===== config.mk =====
export PLATFORM = sky130hd
export DESIGN_NAME = fraction_reducer_unit
export DESIGN_NICKNAME = d
export VERILOG_FILES = /design/src/sv/frr_pkg.sv /design/src/sv/frr_sequencer.sv /design/src/sv/frr_datapath.sv /design/src/sv/fraction_reducer_unit.sv
export SDC_FILE = /design/constraint.sdc
export NUM_CORES = 1
export LEC_CHECK = 0
export ABC_CLOCK_PERIOD_IN_PS = 5450
export BUFFER_PORTS_ARGS = -buffer_cell sky130_fd_sc_hd__buf_2
export CAP_MARGIN = 10
export CELL_PAD_IN_SITES_DETAIL_PLACEMENT = 1
export CELL_PAD_IN_SITES_GLOBAL_PLACEMENT = 2
export CORE_UTILIZATION = 40
export DETAILED_ROUTE_END_ITERATION = 8
export HOLD_SLACK_MARGIN = 0.12
export PLACE_DENSITY_LB_ADDON = 0.1
export SLEW_MARGIN = 20
export SYNTH_ARGS = -nofsm -noshare
export SYNTH_HDL_FRONTEND = slang
export SYNTH_HIERARCHICAL = 1
export SYNTH_SLANG_ARGS = --single-unit

===== constraint.sdc =====
create_clock -name clk -period 5.45 [get_ports clk]
set_input_delay 0.8175 -clock clk [delete_from_list [all_inputs] [get_ports clk]]
set_output_delay 0.8175 -clock clk [all_outputs]
set_load 0.05 [all_outputs]

===== src/sv/frr_pkg.sv =====
// Package for the fraction reducer: microcode types, control word layout and program table.
package frr_pkg;

	localparam int DATA_WIDTH_DEF = 16;
	localparam int STEP_W = 4;

	typedef enum logic [2:0] {
		OP_NOP,
		OP_LOAD,
		OP_DIVINIT,
		OP_DIVSTEP,
		OP_GCDINIT,
		OP_GCDSTEP,
		OP_SAVE_NUM,
		OP_SAVE_DEN
	} op_t;

	typedef enum logic [2:0] {
		CND_NEVER,
		CND_ALWAYS,
		CND_NOT_IN,
		CND_B_ZERO,
		CND_CNT_MORE,
		CND_REM_ZERO,
		CND_Y_NZ,
		CND_OUT_BUSY
	} cond_t;

	typedef enum logic [1:0] {
		DS_A_B,
		DS_A_G,
		DS_B_G
	} dsel_t;

	typedef enum logic [1:0] {
		ST_FRAC = 2'd0,
		ST_INT  = 2'd1,
		ST_DIVZ = 2'd2
	} status_t;

	typedef struct packed {
		op_t               op;
		logic              emit;
		cond_t             cond;
		dsel_t             dsel;
		status_t           status;
		logic              ret;
		logic [STEP_W-1:0] target;
	} ctl_t;

	typedef struct packed {
		logic b_zero;
		logic rem_zero;
		logic y_nz;
		logic cnt_more;
		logic out_busy;
	} flags_t;

	localparam logic [STEP_W-1:0] L_IDLE  = 4'd0;
	localparam logic [STEP_W-1:0] L_DIV1  = 4'd3;
	localparam logic [STEP_W-1:0] L_GCD   = 4'd6;
	localparam logic [STEP_W-1:0] L_DIV2  = 4'd8;
	localparam logic [STEP_W-1:0] L_DIV3  = 4'd11;
	localparam logic [STEP_W-1:0] L_EFRAC = 4'd13;
	localparam logic [STEP_W-1:0] L_EDIVZ = 4'd14;
	localparam logic [STEP_W-1:0] L_EINT  = 4'd15;

	function automatic ctl_t mk(op_t op, logic emit, cond_t cond, dsel_t dsel,
		status_t st, logic ret, logic [STEP_W-1:0] tgt);
		ctl_t c;
		c.op = op;
		c.emit = emit;
		c.cond = cond;
		c.dsel = dsel;
		c.status = st;
		c.ret = ret;
		c.target = tgt;
		return c;
	endfunction

	function automatic ctl_t ucode(logic [STEP_W-1:0] step);
		ctl_t c;
		case (step)
			4'd0:  c = mk(OP_LOAD,     1'b0, CND_NOT_IN,   DS_A_B, ST_FRAC, 1'b0, L_IDLE);
			4'd1:  c = mk(OP_NOP,      1'b0, CND_B_ZERO,   DS_A_B, ST_FRAC, 1'b0, L_EDIVZ);
			4'd2:  c = mk(OP_DIVINIT,  1'b0, CND_NEVER,    DS_A_B, ST_FRAC, 1'b0, L_IDLE);
			4'd3:  c = mk(OP_DIVSTEP,  1'b0, CND_CNT_MORE, DS_A_B, ST_FRAC, 1'b0, L_DIV1);
			4'd4:  c = mk(OP_NOP,      1'b0, CND_REM_ZERO, DS_A_B, ST_FRAC, 1'b0, L_EINT);
			4'd5:  c = mk(OP_GCDINIT,  1'b0, CND_NEVER,    DS_A_B, ST_FRAC, 1'b0, L_IDLE);
			4'd6:  c = mk(OP_GCDSTEP,  1'b0, CND_Y_NZ,     DS_A_B, ST_FRAC, 1'b0, L_GCD);
			4'd7:  c = mk(OP_DIVINIT,  1'b0, CND_NEVER,    DS_A_G, ST_FRAC, 1'b0, L_IDLE);
			4'd8:  c = mk(OP_DIVSTEP,  1'b0, CND_CNT_MORE, DS_A_G, ST_FRAC, 1'b0, L_DIV2);
			4'd9:  c = mk(OP_SAVE_NUM, 1'b0, CND_NEVER,    DS_A_B, ST_FRAC, 1'b0, L_IDLE);
			4'd10: c = mk(OP_DIVINIT,  1'b0, CND_NEVER,    DS_B_G, ST_FRAC, 1'b0, L_IDLE);
			4'd11: c = mk(OP_DIVSTEP,  1'b0, CND_CNT_MORE, DS_B_G, ST_FRAC, 1'b0, L_DIV3);
			4'd12: c = mk(OP_SAVE_DEN, 1'b0, CND_NEVER,    DS_A_B, ST_FRAC, 1'b0, L_IDLE);
			4'd13: c = mk(OP_NOP,      1'b1, CND_OUT_BUSY, DS_A_B, ST_FRAC, 1'b1, L_EFRAC);
			4'd14: c = mk(OP_NOP,      1'b1, CND_OUT_BUSY, DS_A_B, ST_DIVZ, 1'b1, L_EDIVZ);
			4'd15: c = mk(OP_NOP,      1'b1, CND_OUT_BUSY, DS_A_B, ST_INT,  1'b1, L_EINT);
			default: c = mk(OP_NOP,    1'b0, CND_ALWAYS,   DS_A_B, ST_FRAC, 1'b0, L_IDLE);
		endcase
		return c;
	endfunction

endpackage


===== src/sv/frr_sequencer.sv =====
// Microcode sequencer: step counter, program table lookup and conditional jumps.
module frr_sequencer
	import frr_pkg::*;
(
	input  logic   clk,
	input  logic   arst_n,
	input  logic   in_valid,
	input  flags_t flags,
	output ctl_t   ctl
);

	logic [STEP_W-1:0] step_q;
	logic              take;

	always_comb begin
		ctl = ucode(step_q);
		case (ctl.cond)
			CND_NEVER:    take = 1'b0;
			CND_ALWAYS:   take = 1'b1;
			CND_NOT_IN:   take = !in_valid;
			CND_B_ZERO:   take = flags.b_zero;
			CND_CNT_MORE: take = flags.cnt_more;
			CND_REM_ZERO: take = flags.rem_zero;
			CND_Y_NZ:     take = flags.y_nz;
			CND_OUT_BUSY: take = flags.out_busy;
			default:      take = 1'b0;
		endcase
	end

	always_ff @(posedge clk or negedge arst_n) begin
		if (!arst_n) begin
			step_q <= L_IDLE;
		end else if (take) begin
			step_q <= ctl.target;
		end else if (ctl.ret) begin
			step_q <= L_IDLE;
		end else begin
			step_q <= step_q + 1'b1;
		end
	end

endmodule


===== src/sv/frr_datapath.sv =====
// Datapath: operand registers, restoring divider, binary GCD unit and output register.
module frr_datapath
	import frr_pkg::*;
#(
	parameter int DATA_WIDTH = DATA_WIDTH_DEF
) (
	input  logic                  clk,
	input  logic                  arst_n,
	input  ctl_t                  ctl,
	input  logic                  in_valid,
	input  logic [DATA_WIDTH-1:0] in_num,
	input  logic [DATA_WIDTH-1:0] in_den,
	input  logic                  out_ready,
	output flags_t                flags,
	output logic                  out_valid,
	output status_t               out_status,
	output logic                  out_neg,
	output logic [DATA_WIDTH-1:0] out_quot,
	output logic [DATA_WIDTH-1:0] out_rnum,
	output logic [DATA_WIDTH-1:0] out_rden
);

	localparam int DW = DATA_WIDTH;
	localparam int CW = $clog2(DW + 1);
	localparam int KW = $clog2(DW);

	logic [DW-1:0] a_q, b_q, rem_q, quo_q, dvs_q, x_q, y_q;
	logic [KW-1:0] k_q;
	logic [CW-1:0] cnt_q;
	logic          neg_q;
	logic          valid_q;

	logic [DW-1:0] g;
	logic [DW:0]   trial;
	logic [DW:0]   diff;
	logic          busy;
	logic          do_emit;

	assign g     = x_q << k_q;
	assign trial = {rem_q, quo_q[DW-1]};
	assign diff  = trial - {1'b0, dvs_q};
	assign busy  = valid_q && !out_ready;
	assign do_emit = ctl.emit && !busy;

	assign flags.b_zero   = (b_q == '0);
	assign flags.rem_zero = (rem_q == '0);
	assign flags.y_nz     = (y_q != '0);
	assign flags.cnt_more = (cnt_q != CW'(1));
	assign flags.out_busy = busy;

	always_ff @(posedge clk) begin
		case (ctl.op)
			OP_LOAD: begin
				if (in_valid) begin
					a_q   <= in_num[DW-1] ? DW'(~in_num + 1'b1) : in_num;
					b_q   <= in_den[DW-1] ? DW'(~in_den + 1'b1) : in_den;
					neg_q <= in_num[DW-1] ^ in_den[DW-1];
				end
			end
			OP_DIVINIT: begin
				rem_q <= '0;
				cnt_q <= CW'(DW);
				case (ctl.dsel)
					DS_A_B: begin
						quo_q <= a_q;
						dvs_q <= b_q;
					end
					DS_A_G: begin
						quo_q <= a_q;
						dvs_q <= g;
					end
					DS_B_G: begin
						quo_q <= b_q;
						dvs_q <= g;
					end
					default: begin
						quo_q <= a_q;
						dvs_q <= b_q;
					end
				endcase
			end
			OP_DIVSTEP: begin
				cnt_q <= cnt_q - 1'b1;
				if (!diff[DW]) begin
					rem_q <= diff[DW-1:0];
					quo_q <= {quo_q[DW-2:0], 1'b1};
				end else begin
					rem_q <= trial[DW-1:0];
					quo_q <= {quo_q[DW-2:0], 1'b0};
				end
			end
			OP_GCDINIT: begin
				a_q <= rem_q;
				x_q <= b_q;
				y_q <= rem_q;
				k_q <= '0;
			end
			OP_GCDSTEP: begin
				if (y_q != '0) begin
					if (!x_q[0] && !y_q[0]) begin
						x_q <= x_q >> 1;
						y_q <= y_q >> 1;
						k_q <= k_q + 1'b1;
					end else if (!x_q[0]) begin
						x_q <= x_q >> 1;
					end else if (!y_q[0]) begin
						y_q <= y_q >> 1;
					end else if (x_q > y_q) begin
						x_q <= y_q;
						y_q <= x_q - y_q;
					end else begin
						y_q <= y_q - x_q;
					end
				end
			end
			OP_SAVE_NUM: a_q <= quo_q;
			OP_SAVE_DEN: b_q <= quo_q;
			default: begin
			end
		endcase
	end

	always_ff @(posedge clk or negedge arst_n) begin
		if (!arst_n) begin
			valid_q <= 1'b0;
		end else if (do_emit) begin
			valid_q <= 1'b1;
		end else if (out_ready) begin
			valid_q <= 1'b0;
		end
	end

	always_ff @(posedge clk) begin
		if (do_emit) begin
			out_status <= ctl.status;
			out_neg    <= neg_q;
			out_quot   <= (ctl.status == ST_INT) ? quo_q : '0;
			out_rnum   <= a_q;
			out_rden   <= b_q;
		end
	end

	assign out_valid = valid_q;

endmodule


===== src/sv/fraction_reducer_unit.sv =====
// Top level of the fraction reducer: stream ports around the sequencer and the datapath.
//
//  channel | dir | tdata fields (low bit up)                        | tuser
//  s_*     | in  | numerator, denominator                           | -
//  m_*     | out | negative, quotient, reduced_num, reduced_den     | status
//
// A zero denominator goes straight to its emit step. Otherwise the numerator is
// divided by the denominator and an exact integer is emitted; a proper fraction adds
// the binary GCD loop and two divisions by the GCD, one quotient bit per cycle.
// Reset clears the step counter and the output valid; no clearing pass.
// A result waiting on m_tready holds the sequencer at its emit step only.
module fraction_reducer_unit
	import frr_pkg::*;
#(
	parameter int DATA_WIDTH = DATA_WIDTH_DEF,
	localparam int SW = ((2 * DATA_WIDTH + 7) / 8) * 8,
	localparam int MW = ((3 * DATA_WIDTH + 1 + 7) / 8) * 8
) (
	input  logic          clk,
	input  logic          arst_n,
	input  logic          s_tvalid,
	output logic          s_tready,
	input  logic [SW-1:0] s_tdata,   // numerator, denominator, zero pad
	output logic          m_tvalid,
	input  logic          m_tready,
	output logic [MW-1:0] m_tdata,   // negative, quotient, reduced_numerator,
	                                 // reduced_denominator, zero pad
	output logic [1:0]    m_tuser    // status
);

	localparam int DW = DATA_WIDTH;

	ctl_t          ctl;
	flags_t        flags;
	status_t       st;
	logic          neg;
	logic [DW-1:0] quot, rnum, rden;

	frr_sequencer u_seq (
		.clk      (clk),
		.arst_n   (arst_n),
		.in_valid (s_tvalid),
		.flags    (flags),
		.ctl      (ctl)
	);

	frr_datapath #(
		.DATA_WIDTH (DATA_WIDTH)
	) u_dp (
		.clk        (clk),
		.arst_n     (arst_n),
		.ctl        (ctl),
		.in_valid   (s_tvalid),
		.in_num     (s_tdata[DW-1:0]),
		.in_den     (s_tdata[2*DW-1:DW]),
		.out_ready  (m_tready),
		.flags      (flags),
		.out_valid  (m_tvalid),
		.out_status (st),
		.out_neg    (neg),
		.out_quot   (quot),
		.out_rnum   (rnum),
		.out_rden   (rden)
	);

	assign s_tready = (ctl.op == OP_LOAD);
	assign m_tuser  = st;
	assign m_tdata  = MW'({rden, rnum, quot, neg});

endmodule


==> results.md, run 1 <==
* Post-detail-place hpwl at 28100 um
* Antenna diodes at 0
* Crit path top cell by count: o311ai_1
* Via/cell ratio at 5.64
* Slew @ Worst Pin at about 0.98 ns
* Site Rows at 63
* DIE AREA at between 30000 and 40000 um^2
* Power per standard cell area at 747 nW/um^2
* Global-route usage over all layers at 24.4%
* Wire length per cell at 22.2 um
* Postcts setup bufs at 0
* Total wire length at 36800 um
* Slowest cell on the critical path: edfxtp_1
* Placeable Area at just under 30000 um^2
* Wire length on met3 at 1730 um
* Endpoint class of the critical path: register
* Req. time, crit path at 5.62 ns
* Max frequency at 248 MHz
* Drt pass-1 iters at 5
* Vias at between 9000 and 10000
* Stages on the worst setup path at 12
* Status: complete, no violations
* Area grow syn2layout at 10.8%
* Vias in the first global route at 9276
* CTS resizes at 0
* Relative slew slack at 34.4%
* Input/output buffers at 88
* I/O pin cnt at 96
* Total negative slack at 0 ns
* CTS Buf Count at 17
* Yosys Warn Count at 6
* Final Util at 44.9%
* Total gr overflow at 0
* Gpl congestion at 0.844
* Wl on met1 at approximately 18000 um
* Share of layout cells above drive strength 1 at 14.7%
* Initial Utilization at between 40% and 50%
* Post-Synthesis Cells at roughly 1200
* CTS tree: done
* Worst hold slack at 0.176 ns
* Final Slew Violations at 0
* Metal2 WL at 16400 um
* Num Clock Sinks at 178
* H-tree levels at 4
* Leakage at 5.31 nW
* Chip height at around 180 um
* Max cap viols at 0
* First-pass GRT wire length at 56400 um
* Worst Skew at 0.0197 ns
* Initial antenna violation count at 0
* Detailed Route Iter0 Violations at 746
* Antenna Violating Nets Remaining at 0
* Final Hold Fails at 0
* Arrival time at the worst endpoint at 4.21 ns
* Cell family with most CP delay: compound AO/OA/AOI/OAI gates
* Kind of critical path: reg2reg
* Residual DRC at 0
* Reg2Reg Depth at 12
* Largest net degree at the start of global routing at 42
* RSZ-0062 raised after global routing: no
* CTS root buf: clkbuf_16
* Startpoint Class: register
* Post-Syn Area at 12000 um^2
* Max IR drop VDD at 314 uV
* Worst Path Max Fanout at 17
* Final Cycle Share at 74.1%
* Die Wd at 175 um
* Clk Latency, worst-skew pair at between 0.4 and 0.5 ns
* Min Clock Period, post-route at slightly above 4 ns
* CTS Buffer Depth at 2
* CP max stage delay at approximately 0.7 ns
* Post-synthesis average cell area at 10.0 um^2
* CP Buf/Inv Count at 2
* Uppermost layer routed: met4
* Clk pin slew, worst setup/hold paths at 0.08 ns
* Nets at roughly 1400
* Hold crit path type: in2async
* # hold bufs at CTS at 0
* Cell Chain, Critical Path: inv_1, ha_1, fa_1, and2b_1, o21bai_4, a31o_4, a211oi_4, buf_4, o311ai_1, o32ai_2, mux2i_1, o311ai_1
* # setup viols final at 0
-- flip-flops by register name (all words and copies together) (netlist names), 5 cells and up --
name / cells
u_dp/a_q: 16
u_dp/b_q: 16
u_dp/dvs_q: 16
u_dp/out_quot: 16
u_dp/out_rden: 16
u_dp/out_rnum: 16
u_dp/quo_q: 16
u_dp/rem_q: 16
u_dp/x_q: 16
u_dp/y_q: 16
u_dp/cnt_q: 5
-- worst reg2reg max path, stage by stage, from the launching register on --
cell and delay, ns:
edfxtp_1 0.70, inv_1 0.22, ha_1 0.30, fa_1 0.39, and2b_1 0.26, o21bai_4 0.07, a31o_4 0.26, a211oi_4 0.54
buf_4 0.36, o311ai_1 0.18, o32ai_2 0.16, mux2i_1 0.22, o311ai_1 0.10
-- layer usage --
| metal | vias up | GRT usage, % |
|---|---|---|
| li1 | 4428 | - |
| met1 | 4697 | 36.4 |
| met2 | 208 | 37.6 |
| met3 | 25 | 3.11 |
| met4 | 0 | 5.51 |
| met5 | - | 0 |
-- report_power, final --
group	switching (W)	total, W	internal [W]
combinational	0.00344	0.00547	0.00203
sequential	0.000721	0.00320	0.00248
clock	0.000633	0.00125	0.000618
total	0.00479	0.00992	0.00513
-- stage by stage --
stage / cell area [um^2] / power, W / instances / setup WS, ns
3_3_place_gp: 12700 / 0.00857 / 1627 / 1.59
2_1_floorplan: 12000 / 0.00709 / 1204 / 1.09
5_1_grt: 13300 / 0.0106 / 1659 / 1.06
3_5_place_dp: 12700 / 0.00865 / 1627 / 1.46
4_1_cts: 13300 / 0.00995 / 1659 / 1.43
6_report: 13300 / 0.00992 / 1659 / 1.41
-- cell usage in the layout, fill, tap and decap left out, types with 16 or more instances in the layout --
cell and instances:
a21o_1 16, a21oi_1 82, and2_1 24, buf_2 88, clkbuf_16 17, edfxtp_1 173, ha_1 59, inv_1 73
mux2i_1 77, nand2_1 131, nand3_1 22, nor2_1 103, o21ai_0 85, xnor2_1 30, xor2_1 23
-- layout make-up --
type / count / area [um^2]
fillers: 3384 / 16300
flip-flops and latches: 178 / 5320
inverters: 73 / 274
multi-input cells: 883 / 6050
clock buffers: 17 / 425
well taps: 390 / 488
clock inverters: 15 / 161
repair buffers: 103 / 553
-- path summary, 6_finish.rpt --
path	start	to	slack, ns
max	u_dp/x_q[0]	u_dp/y_q[13]	1.41
min	arst_n	u_seq/step_q[1]	0.18
max reg2reg	u_dp/x_q[0]	u_dp/y_q[13]	1.41
min reg2reg	u_dp/neg_q	u_dp/out_neg	0.44
max in group asynchronous	arst_n	u_dp/out_valid	5.14
min in group clk	u_dp/neg_q	u_dp/out_neg	0.44
No activity file was read; power rests on OpenSTA's default activity.
==> run 2, diff against run 1 <==
Settings changed: ABC_AREA set to 1, ABC_CLOCK_PERIOD_IN_PS 5450 to 3700, CORE_UTILIZATION 40 to 33.
Clock period 5.45 ns to 3.7 ns, I/O delays scaled along.
==> run 2 against run 1 <==
Net effect:
- combinational power increased by 67%
- clock skew decreased by 0.0064 ns
- routed wire length increased by 24%
- synthesized area increased by 5.6%
- non-clock buffer count increased by 6
- power increased by 56%
- largest power group unchanged
==> results.md, run 2 <==
* Status: complete, no violations (unchanged)
* Wire length per cell at 20.6 um (was 22.2 um)
* Min Clock Period, post-route at 3.25 ns (was 4.04 ns)
* CTS root buf: clkbuf_16 (unchanged)
* P_sw at 0.00824 W (was 0.00479 W)
* Vias at 11300 (was 9358)
* H-tree levels at 4 (unchanged)
* Residual DRC at 0 (unchanged)
* Max frequency at 308 MHz (was 248 MHz)
* Worst Path Max Fanout at 15 (was 17)
* Site Rows at 71 (was 63)
* Final Slew Violations at 0 (unchanged)
* Post-synthesis average cell area at 7.80 um^2 (was 10.0 um^2)
* Via/cell ratio at 5.07 (was 5.64)
* Gpl congestion at 0.878 (was 0.844)
* Stages on the worst setup path at 14 (was 12)
* Initial antenna violation count at 0 (unchanged)
* Kind of critical path: reg2reg (unchanged)
* Slew @ Worst Pin at 0.962 ns (was 0.984 ns)
* Main synth FF type: edfxtp_1
* Synth cell types at 51
* Initial Utilization at 33.6% (was 40.5%)
* Chip height at 198 um (was 175 um)
* # setup viols final at 0 (unchanged)
* Arrival time at the worst endpoint at 3.45 ns (was 4.21 ns)
* Biggest area consumer among synthesized cells: edfxtp_1
* Most frequent cells after synthesis: 409 x nand2_1, 252 x inv_1, 173 x edfxtp_1
* CTS tree: done (unchanged)
* Yosys top cell area share at 41.0%
* Number of synthesized flops with an enable pin at 173
* Detailed Route Iter0 Violations at 646 (was 746)
* CTS Buffer Depth at 2 (unchanged)
* DIE AREA at 39200 um^2 (was 30700 um^2)
* Switch share at 53.3% (was 48.3%)
* Clk pin slew, worst setup/hold paths at 0.07 ns (was 0.08 ns)
* Flop pwr share at 28.8% (was 32.3%)
* Async S/R FF share, synth at approximately 2.8%
* Cells on Worst Hold Path at 4
* RSZ-0062 raised after global routing: no (unchanged)
* Total wire length at 45800 um (was 36800 um)
* Die Wd at 198 um (was 175 um)
* Post-synthesis sequential area ratio at approximately 42%
* Worst Skew at 0.0132 ns (was 0.0197 ns)
* Reg2Reg Depth at 14 (was 12)
* Slowest cell on the critical path: dfrtp_1 (was edfxtp_1)
* Clk Latency, worst-skew pair at 0.44 ns (about the same)
* Global-route usage over all layers at 24.2% (was 24.4%)
* Antenna Violating Nets Remaining at 0 (unchanged)
* Req. time, crit path at 3.89 ns (was 5.62 ns)
* CP max stage delay at 0.64 ns (was 0.70 ns)
* Crit path top cell by count: inv_1 (was o311ai_1)
* CTS Buf Count at 17 (unchanged)
* Clock power frac at 12.1% (was 12.6%)
* Overall power at 0.0155 W (was 0.00992 W)
* Post-Synthesis Cells at 1624 (was 1198)
* I/O pin cnt at 96 (unchanged)
* Leakage at 6.49 nW (was 5.31 nW)
* Hold crit path type: in2reg (was in2async)
* Yosys Warn Count at 6 (unchanged)
* CP Buf/Inv Count at 7 (was 2)
* Total negative slack at 0 ns (unchanged)
* Post-detail-place hpwl at 36100 um (was 28100 um)
* Total gr overflow at 0 (unchanged)
* Combinational share of power at 59.2% (was 55.1%)
* Cell family with most CP delay: buffers and inverters (was compound AO/OA/AOI/OAI gates)
* Antenna diodes at 0 (unchanged)
* Max cap viols at 0 (unchanged)
* Nets at 1798 (was 1355)
* Top cells by area, synth: edfxtp_1 41%, nand2_1 12%, inv_1 7.5%
* Final Cycle Share at 87.9% (was 74.1%)
* Input/output buffers at 88 (unchanged)
* Yosys reg bits at 178
* Share of layout cells above drive strength 1 at 12.5% (was 14.7%)
* Area grow syn2layout at 12.4% (was 10.8%)
* Relative slew slack at 35.9% (was 34.4%)
* Max IR drop VDD at 381 uV (was 314 uV)
* Most common cell in the synthesized netlist: nand2_1
* Largest net degree at the start of global routing at 55 (was 42)
* Drt pass-1 iters at 5 (unchanged)
* Vias in the first global route at 11700 (was 9276)
* Commonest non-fill, non-tap cells in the layout: 409 x nand2_1, 252 x inv_1, 173 x edfxtp_1 (was 173 x edfxtp_1, 131 x nand2_1, 103 x nor2_1)
* Post-Syn Area at 12700 um^2 (was 12000 um^2)
* Final Hold Fails at 0 (unchanged)
* Placeable Area at 37700 um^2 (was 29600 um^2)
* Endpoint class of the critical path: register (unchanged)
* Num Clock Sinks at 178 (unchanged)
* Power per standard cell area at 1090 nW/um^2 (was 747 nW/um^2)
* Internal cell power at 0.00721 W (was 0.00513 W)
* Startpoint Class: register (unchanged)
* Commonest non-fill, non-tap cell in the layout: nand2_1 (was edfxtp_1)
* Postcts setup bufs at 0 (unchanged)
* Cell Chain, Critical Path: inv_2, nand2_1, nand2_1, inv_2, o21ai_0, buf_4, inv_1, nor2_1, buf_4, inv_1, nor2_1, inv_1, o21ai_0, o21bai_1 (was inv_1, ha_1, fa_1, and2b_1, o21bai_4, a31o_4, a211oi_4, buf_4, o311ai_1, o32ai_2, mux2i_1, o311ai_1)
* First-pass GRT wire length at 70400 um (was 56400 um)
-- run 2: cell families after synthesis --
| family | count (synthesis) | share of synthesized area, % |
|---|---|---|
| multiplexers | 1 | 0.0791 |
| other | 1 | 0.0296 |
| buffers and inverters | 321 | 10.3 |
| AO/OA/AOI/OAI | 275 | 12.8 |
| XOR/XNOR | 30 | 2.08 |
| adder cells (fa/ha/maj) | 63 | 6.40 |
| flip-flops | 178 | 42.0 |
| AND/OR/NAND/NOR | 755 | 26.2 |
-- run 2: layout make-up --
class / count / area, um^2
Inverter: 262 / 985
Clock inverter: 15 / 166
Tap cell: 511 / 639
Sequential cell: 178 / 5320
Clock buffer: 17 / 425
Multi-Input combinational cell: 1131 / 6090
Timing Repair Buffer: 109 / 601
Fill cell: 4679 / 23400
-- run 2: power groups by stage --
| stage | clock (W) | combinational [W] | sequential, W |
|---|---|---|---|
| after floorplan | 0 | 0.00636 | 0.00413 |
| after global placement | 0 | 0.00904 | 0.00450 |
| after detailed placement | 0 | 0.00916 | 0.00449 |
| after CTS | 0.00191 | 0.00923 | 0.00446 |
| after global routing | 0.00196 | 0.0102 | 0.00454 |
| final | 0.00187 | 0.00914 | 0.00445 |
-- run 2: stage by stage --
step                      cell area (um^2)  hold slack [ns]  worst slack [ns]  utilization, %  instances
after CTS                            14200            0.398             0.457            37.8       2223
after global placement               13600            0.386             0.556            36.2       2190
after floorplan                      12700            0.259            0.0200               -       1630
after detailed placement             13600            0.391             0.466            36.2       2190
after global routing                 14200            0.448             0.188            37.8       2223
final                                14200            0.417             0.449            37.8       2223
-- run 2: path summary, 6_finish.rpt --
path                                 startpoint         endpoint  slack [ns]
worst max-delay path            u_seq/step_q[2]     u_dp/a_q[12]        0.45
worst min-delay path                   m_tready   u_dp/out_valid        0.42
worst max register to register  u_seq/step_q[2]     u_dp/a_q[12]        0.45
worst min register to register       u_dp/neg_q     u_dp/out_neg        0.43
max in group asynchronous                arst_n   u_dp/out_valid        3.10
min in group asynchronous                arst_n  u_seq/step_q[3]        0.46
-- run 2: layer usage --
layer  GRT usage [%]  part of all wire [%]
met1            30.6                    45
met2            43.9                    51
met3            2.28                   2.8
met4            5.80                   1.6
met5               0                     0
-- run 2: timing repair --
action / CTS / global route
hold buffers: 1 / 0
resized for setup: 0 / 0
hold endpoints to repair: 5 / 0
-- run 2: worst reg2reg max path, cell delays in order (launching register included) --
cell and delay (ns):
dfrtp_1 0.64, inv_2 0.16, nand2_1 0.12, nand2_1 0.07
inv_2 0.08, o21ai_0 0.08, buf_4 0.17, inv_1 0.13
nor2_1 0.09, buf_4 0.18, inv_1 0.41, nor2_1 0.11
inv_1 0.45, o21ai_0 0.16, o21bai_1 0.18
